File: config.mk
export PLATFORM = sky130hd
export DESIGN_NAME = shacal2_block_cipher
export DESIGN_NICKNAME = d
export VERILOG_FILES = /design/src/shc2_pkg.sv /design/src/shacal2_block_cipher.sv /design/src/shc2_ram.sv /design/src/shc2_round.sv
export VERILOG_INCLUDE_DIRS = /design/src /design/src/src
export SDC_FILE = /design/constraint.sdc
export NUM_CORES = 2
export LEC_CHECK = 0
export ABC_CLOCK_PERIOD_IN_PS = 35000
export BUFFER_PORTS_ARGS = -buffer_cell sky130_fd_sc_hd__buf_2
export CAP_MARGIN = 20
export CORE_AREA = 2 2 490 492
export DETAILED_ROUTE_END_ITERATION = 6
export DIE_AREA = 0 0 492 494
export PLACE_DENSITY_LB_ADDON = 0.12
export SLEW_MARGIN = 15
export SYNTH_ARGS = -nofsm -noshare
export SYNTH_HDL_FRONTEND = slang
export SYNTH_SLANG_ARGS = --single-unit
File: constraint.sdc
create_clock -name aclk -period 35 [get_ports aclk]
set_clock_uncertainty 0.05 [all_clocks]
set_input_delay 1.75 -clock aclk [delete_from_list [all_inputs] [get_ports aclk]]
set_output_delay 1.75 -clock aclk [all_outputs]
set_load 0.02 [all_outputs]
File: src/shacal2_block_cipher_assert.svh
// Assertion macros used by the SHACAL-2 core module.
`ifndef SHACAL2_BLOCK_CIPHER_ASSERT_SVH
`define SHACAL2_BLOCK_CIPHER_ASSERT_SVH

// Same-cycle implication, checked outside reset
`define SHC2_ASSERT_NOW(label, ante, cons, msg) \
    label: assert property (@(posedge aclk) disable iff (!aresetn) (ante) |-> (cons)) \
        else $error(msg);

// Next-cycle implication, checked outside reset
`define SHC2_ASSERT_NEXT(label, ante, cons, msg) \
    label: assert property (@(posedge aclk) disable iff (!aresetn) (ante) |=> (cons)) \
        else $error(msg);

`endif

File: src/shc2_pkg.sv
// Types, codes and round functions for the SHACAL-2 core.
`default_nettype none
package shc2_pkg;

    localparam int KEY_SLOTS = 64;
    localparam int KEY_AW    = $clog2(KEY_SLOTS);

    typedef logic [31:0]      word_t;
    typedef word_t [7:0]      blk_t;    // index 0 is word a
    typedef logic [KEY_AW-1:0] kidx_t;

    typedef enum logic [1:0] {
        OP_LOAD = 2'd0,
        OP_ENC  = 2'd1,
        OP_DEC  = 2'd2
    } op_t;

    typedef enum logic {
        ST_IDLE = 1'b0,
        ST_RUN  = 1'b1
    } state_t;

    function automatic word_t big_s0(input word_t x);
        return {x[1:0], x[31:2]} ^ {x[12:0], x[31:13]} ^ {x[21:0], x[31:22]};
    endfunction

    function automatic word_t big_s1(input word_t x);
        return {x[5:0], x[31:6]} ^ {x[10:0], x[31:11]} ^ {x[24:0], x[31:25]};
    endfunction

    function automatic word_t ch32(input word_t e, input word_t f, input word_t g);
        return (e & f) ^ (~e & g);
    endfunction

    function automatic word_t maj32(input word_t a, input word_t b, input word_t c);
        return (a & b) ^ (a & c) ^ (b & c);
    endfunction

endpackage
`default_nettype wire

File: src/shacal2_block_cipher.sv
// SHACAL-2 core: a single round unit runs ROUNDS rounds per block, one round per
// cycle with one key-store read per round; the last round waits while the result
// register is full. A block is taken only once the last block's rounds are done.
// The result register lets the next block run while a result waits.
// Reset clears control only; key store contents are undefined until loaded.
`default_nettype none
`include "shacal2_block_cipher_assert.svh"
module shacal2_block_cipher #(
    parameter int ROUNDS = 64
) (
    input  wire logic         aclk,
    input  wire logic         aresetn,
    input  wire logic         s_tvalid,
    output logic              s_tready,
    // key_index[5:0], key_word[37:6], word_a[69:38] .. word_h[293:262], zero pad
    input  wire logic [295:0] s_tdata,
    // operation[1:0]
    input  wire logic [1:0]   s_tuser,
    output logic              m_tvalid,
    input  wire logic         m_tready,
    // out_a[31:0], out_b[63:32] .. out_h[255:224]
    output logic      [255:0] m_tdata
);
    import shc2_pkg::*;

    localparam kidx_t LAST_IDX = kidx_t'(ROUNDS - 1);

    state_t state_reg, state_next;
    kidx_t  cnt_reg, cnt_next;
    kidx_t  idx_reg, idx_next;
    logic   dec_reg, dec_next;
    blk_t   blk_reg, blk_next;
    blk_t   out_reg, out_next;
    logic   m_tvalid_reg, m_tvalid_next;

    op_t    op;
    logic   s_xfer, ram_we, ram_re, out_free, is_block;
    kidx_t  ram_raddr;
    word_t  key_rd;
    blk_t   blk_in, round_out;

    assign op       = op_t'(s_tuser);
    assign s_tready = (state_reg == ST_IDLE);
    assign s_xfer   = s_tvalid && s_tready;
    assign out_free = !m_tvalid_reg || m_tready;
    assign m_tvalid = m_tvalid_reg;
    assign m_tdata  = out_reg;
    assign ram_we   = s_xfer && (op == OP_LOAD);

    // unpack block words from the input transfer
    always_comb begin
        for (int i = 0; i < 8; i++) begin
            blk_in[i] = s_tdata[38 + 32*i +: 32];
        end
    end

    always_comb begin
        unique case (op) inside
            OP_ENC, OP_DEC: is_block = 1'b1;
            default:        is_block = 1'b0;
        endcase
    end

    shc2_ram #(
        .WIDTH (32),
        .DEPTH (KEY_SLOTS)
    ) u_key_ram (
        .aclk  (aclk),
        .we    (ram_we),
        .waddr (s_tdata[KEY_AW-1:0]),
        .wdata (s_tdata[37:6]),
        .re    (ram_re),
        .raddr (ram_raddr),
        .rdata (key_rd)
    );

    shc2_round u_round (
        .state_in  (blk_reg),
        .key       (key_rd),
        .decrypt   (dec_reg),
        .state_out (round_out)
    );

    // state register
    always_ff @(posedge aclk) begin
        if (!aresetn) begin
            state_reg    <= ST_IDLE;
            m_tvalid_reg <= 1'b0;
        end else begin
            state_reg    <= state_next;
            m_tvalid_reg <= m_tvalid_next;
        end
    end

    // round datapath registers
    always_ff @(posedge aclk) begin
        cnt_reg <= cnt_next;
        idx_reg <= idx_next;
        dec_reg <= dec_next;
        blk_reg <= blk_next;
        out_reg <= out_next;
    end

    // next state, key read scheduling and result capture
    always_comb begin
        state_next    = state_reg;
        cnt_next      = cnt_reg;
        idx_next      = idx_reg;
        dec_next      = dec_reg;
        blk_next      = blk_reg;
        out_next      = out_reg;
        m_tvalid_next = m_tvalid_reg && !m_tready;
        ram_re        = 1'b0;
        ram_raddr     = dec_reg ? (idx_reg - kidx_t'(1)) : (idx_reg + kidx_t'(1));
        unique case (state_reg)
            ST_IDLE: begin
                ram_raddr = (op == OP_DEC) ? LAST_IDX : '0;
                if (s_xfer && is_block) begin
                    ram_re     = 1'b1;
                    state_next = ST_RUN;
                    cnt_next   = LAST_IDX;
                    idx_next   = ram_raddr;
                    dec_next   = (op == OP_DEC);
                    blk_next   = blk_in;
                end
            end
            ST_RUN: begin
                if (cnt_reg != '0) begin
                    // key for the next round is fetched as this one completes
                    ram_re   = 1'b1;
                    idx_next = ram_raddr;
                    cnt_next = cnt_reg - kidx_t'(1);
                    blk_next = round_out;
                end else if (out_free) begin
                    // last round goes straight into the result register
                    out_next      = round_out;
                    m_tvalid_next = 1'b1;
                    state_next    = ST_IDLE;
                end
            end
            default: begin
                state_next = ST_IDLE;
            end
        endcase
    end

    `SHC2_ASSERT_NEXT(a_block_starts, s_xfer && is_block, state_reg == ST_RUN,
        "block transfer did not start the round sequence")
    `SHC2_ASSERT_NOW(a_load_idle, ram_we, state_reg == ST_IDLE,
        "key store written while rounds in progress")
    `SHC2_ASSERT_NEXT(a_cnt_step, state_reg == ST_RUN && cnt_reg != '0,
        cnt_reg == $past(cnt_reg) - kidx_t'(1), "round counter skipped")
    `SHC2_ASSERT_NOW(a_result_src, $rose(m_tvalid_reg),
        $past(state_reg == ST_RUN && cnt_reg == '0), "result raised before last round")

endmodule
`default_nettype wire

File: src/shc2_ram.sv
// Generic simple dual-port RAM with registered read.
`default_nettype none
module shc2_ram #(
    parameter int WIDTH = 32,
    parameter int DEPTH = 64
) (
    input  wire logic                     aclk,
    input  wire logic                     we,
    input  wire logic [$clog2(DEPTH)-1:0] waddr,
    input  wire logic [WIDTH-1:0]         wdata,
    input  wire logic                     re,
    input  wire logic [$clog2(DEPTH)-1:0] raddr,
    output logic      [WIDTH-1:0]         rdata
);

    logic [WIDTH-1:0] mem [DEPTH];

    // write port
    always_ff @(posedge aclk) begin
        if (we) begin
            mem[waddr] <= wdata;
        end
    end

    // read port, data holds while re is low
    always_ff @(posedge aclk) begin
        if (re) begin
            rdata <= mem[raddr];
        end
    end

endmodule
`default_nettype wire

File: src/shc2_round.sv
// One SHACAL-2 round, forward or inverse, as combinational logic.
`default_nettype none
module shc2_round (
    input  wire shc2_pkg::blk_t  state_in,
    input  wire shc2_pkg::word_t key,
    input  wire logic            decrypt,
    output shc2_pkg::blk_t       state_out
);
    import shc2_pkg::*;

    word_t f_t1, f_t2;
    word_t r_t1, r_t2, r_d, r_h;

    // forward round
    always_comb begin
        f_t1 = state_in[7] + big_s1(state_in[4])
             + ch32(state_in[4], state_in[5], state_in[6]) + key;
        f_t2 = big_s0(state_in[0]) + maj32(state_in[0], state_in[1], state_in[2]);
    end

    // inverse round: recover d and h from the shifted words
    always_comb begin
        r_t2 = big_s0(state_in[1]) + maj32(state_in[1], state_in[2], state_in[3]);
        r_t1 = state_in[0] - r_t2;
        r_d  = state_in[4] - r_t1;
        r_h  = r_t1 - big_s1(state_in[5])
             - ch32(state_in[5], state_in[6], state_in[7]) - key;
    end

    always_comb begin
        if (decrypt) begin
            state_out[0] = state_in[1];
            state_out[1] = state_in[2];
            state_out[2] = state_in[3];
            state_out[3] = r_d;
            state_out[4] = state_in[5];
            state_out[5] = state_in[6];
            state_out[6] = state_in[7];
            state_out[7] = r_h;
        end else begin
            state_out[0] = f_t1 + f_t2;
            state_out[1] = state_in[0];
            state_out[2] = state_in[1];
            state_out[3] = state_in[2];
            state_out[4] = state_in[3] + f_t1;
            state_out[5] = state_in[4];
            state_out[6] = state_in[5];
            state_out[7] = state_in[6];
        end
    end

endmodule
`default_nettype wire
==> results.toml <==
[layout]
drive_gt1_share_pct = 14.23
syn_to_final_growth_pct = 12.40
largest_reg_flops = 2048
nFillCells = 19080
final_core_util_pct = 58.24
nets = 11280

[detailed_routing]
drcViolationCount = 1
viasPerCell = 6.100
drtPass1Iterations = 7
dr.first_iter.drc_count = 9353
ant_nets = 0
wire_per_inst_microns = 29.38
routed_wl_mm = 410.1
vias = 85170

[timing]
min_period_over_period_pct = 24.04
drv_slew = 0
rsz0062_at_grt = "no"
tightest_slew_ns = 1.272
finalSetupViolCount = 0
worst_slack_ns = 26.58
finalCriticalPeriod_ns = 8.415
setup-tns-final_ns = 0
slew_headroom_pct = 14.70
fmax_ghz = 0.1188
hold_violations = 0

[floorplanning]
io-pin-count = 560
rows = 179
fp.dieH_microns = 494
die_x_microns = 492
start_util_pct = 51.81
fp.dieArea_sq_um = 243000
core-area_sq_um = 237400

[synthesis]
synthFlopType = "edfxtp_1"
seq_area_frac_synth_pct = 63.63
async_reset_ff_share_pct = 0
syn_nets = 10890
yosys_warnings = 0
syn_inst = 10210
avgSynthCellArea_sq_um = 12.05
ys_types = 90
synth_edf_count = 2605
ys_seq_elements = 2607
synthesis.area_sq_um = 123000

[grt]
grt.total_usage_pct = 33.07
grt_pass1_vias = 80640
grt_max_degree = 162
antenna_found_initial = 27
grt_pass1_wl_mm = 577.9
grt.overflow.total = 0

[placement]
io_buffers = 557
place.gp.congestion = 1.009
place_ws_ns = 26.80
hpwlAfterDp_mm = 262.1

[run_status]
violations = "DRC"
status = "finished with violations"

[clock_tree]
cts_tree = "built"
clk_path_buf_depth = 4
cts_resized = 0
cts_buffers = 292
post_cts.repair.setup_buffers = 0
clock_latency_ns = 0.97
cts_root_buf = "clkbuf_16"
cts_sinks = 2607
holdBufCountCts = 0
h-tree-depth = 5
clk_pin_slew_ns = 0.06

[min_path]
hold_class = "reg2reg"

[setup_path]
cp.required_ns = 35.74
crit_fanout = 8
arrival_ns = 9.15
setup.worst_path.end_class = "flop"
crit_top_cell = "a21o_1"
path_class = "reg2reg"
cp-start-kind = "flop"
critPathBufInv = 1
crit_slowest_cell = "a21boi_0"
path_delay_family = "compound AO/OA/AOI/OAI gates"
max_stage_delay_ns = 0.59

[job]
maxCapViolations = 0
==> per-stage QoR <==
step / cells / cell area [sq um] / hold WS [ns]
2_1_floorplan: 10210 / 123000 / 0.5056
3_3_place_gp: 13460 / 129500 / 0.5319
3_5_place_dp: 13460 / 129500 / 0.5374
4_1_cts: 13940 / 138100 / 0.5543
5_1_grt: 13950 / 138200 / 0.5770
6_report: 13960 / 138300 / 0.5530
==> worst register-to-register path: cells and delay by family, from the launching register on <==
family	cells	cell delay [ns]
XOR/XNOR	3	1.08
adder cells (fa/ha/maj)	5	2.09
flip-flops	1	0.54
AND/OR/NAND/NOR	5	1.13
buffers and inverters	1	0.10
AO/OA/AOI/OAI	12	3.30
==> final timing paths <==
| kind | from | to | slack (ns) | cells after the start |
|---|---|---|---|---|
| setup / recovery | blk_reg[45]$_DFFE_PP_ | m_tdata[255]$_DFFE_PP_ | 26.58 | 26 |
| setup reg to reg | blk_reg[45]$_DFFE_PP_ | m_tdata[255]$_DFFE_PP_ | 26.58 | 26 |
| hold / removal | blk_reg[227]$_DFFE_PP_ | m_tdata[195]$_DFFE_PP_ | 0.55 | 1 |
| hold reg to reg | blk_reg[227]$_DFFE_PP_ | m_tdata[195]$_DFFE_PP_ | 0.55 | 1 |
==> cells by family (layout without fill, tap and decap cells) <==
group / Yosys count / in the layout / share of synthesized area, %
muxes: 297 / 297 / 2.686
other: 0 / 14 / 0
DFF: 2607 / 2607 / 63.63
xor gates and xnor gates: 427 / 427 / 3.052
adders and majority gates: 438 / 438 / 5.504
buffers and inverters: 1055 / 1630 / 3.264
and+or+nand+nor: 3905 / 3905 / 13.47
AOI/OAI and AO/OA: 1476 / 1476 / 8.397
==> per-layer routing <==
layer	wire [microns]	share of wire [%]	vias to the layer above	GRT usage (%)
met5	25	0.0061	-	0
met4	24800	6.0	4	17.79
met3	30490	7.4	806	5.084
met2	196100	48	4042	53.70
met1	158700	39	42670	43.02
li1	-	-	37650	-
==> cell usage after synthesis (24+ instances only) <==
| cell | count | share of area, % |
|---|---|---|
| xnor2_1 | 339 | 2.4 |
| a31oi_1 | 159 | 0.81 |
| mux2_2 | 265 | 2.4 |
| a21o_1 | 121 | 0.74 |
| a311oi_1 | 387 | 2.8 |
| and3_1 | 295 | 1.5 |
| a211oi_1 | 119 | 0.73 |
| buf_1 | 68 | 0.21 |
| nand4_1 | 25 | 0.13 |
| nor2b_1 | 25 | 0.13 |
| clkbuf_1 | 583 | 1.8 |
| fa_1 | 189 | 3.1 |
| o21a_1 | 24 | 0.15 |
| xor2_1 | 87 | 0.62 |
| a21oi_1 | 294 | 1.2 |
| nand2_1 | 2276 | 6.9 |
| nor2_1 | 589 | 1.8 |
| mux2i_1 | 32 | 0.26 |
| nor3_1 | 35 | 0.14 |
| edfxtp_1 | 2605 | 64 |
| maj3_1 | 51 | 0.42 |
| buf_2 | 38 | 0.15 |
| inv_1 | 362 | 1.1 |
| nand3_1 | 566 | 2.3 |
| ha_1 | 197 | 2.0 |
| o21ai_0 | 202 | 0.82 |
==> cells in the final DEF, fill, tap and decap left out, drive strengths merged, types with 160 or more instances in the layout <==
master     n
a311oi   388
edfxtp  2605
fa       189
nand3    566
buf      780
ha       197
o21ai    210
inv      377
and3     297
nand2   2276
mux2     265
a31oi    160
clkbuf   340
xnor2    339
nor2     589
a21oi    297
==> final cells by class <==
type	instances	area, sq um	area share (%)
antenna	14	35.03	0.02534
clock buffer	340	7530	5.446
clock inverter	145	1106	0.8000
inverter	365	1390	1.005
multi-input combinational	6543	41280	29.86
sequential	2607	78270	56.61
tap	3167	3963	2.866
timing repair buffer	780	4690	3.392
Power is not shown: default switching activity piles up to over one toggle a cycle in this logic, so the estimate is an artifact.
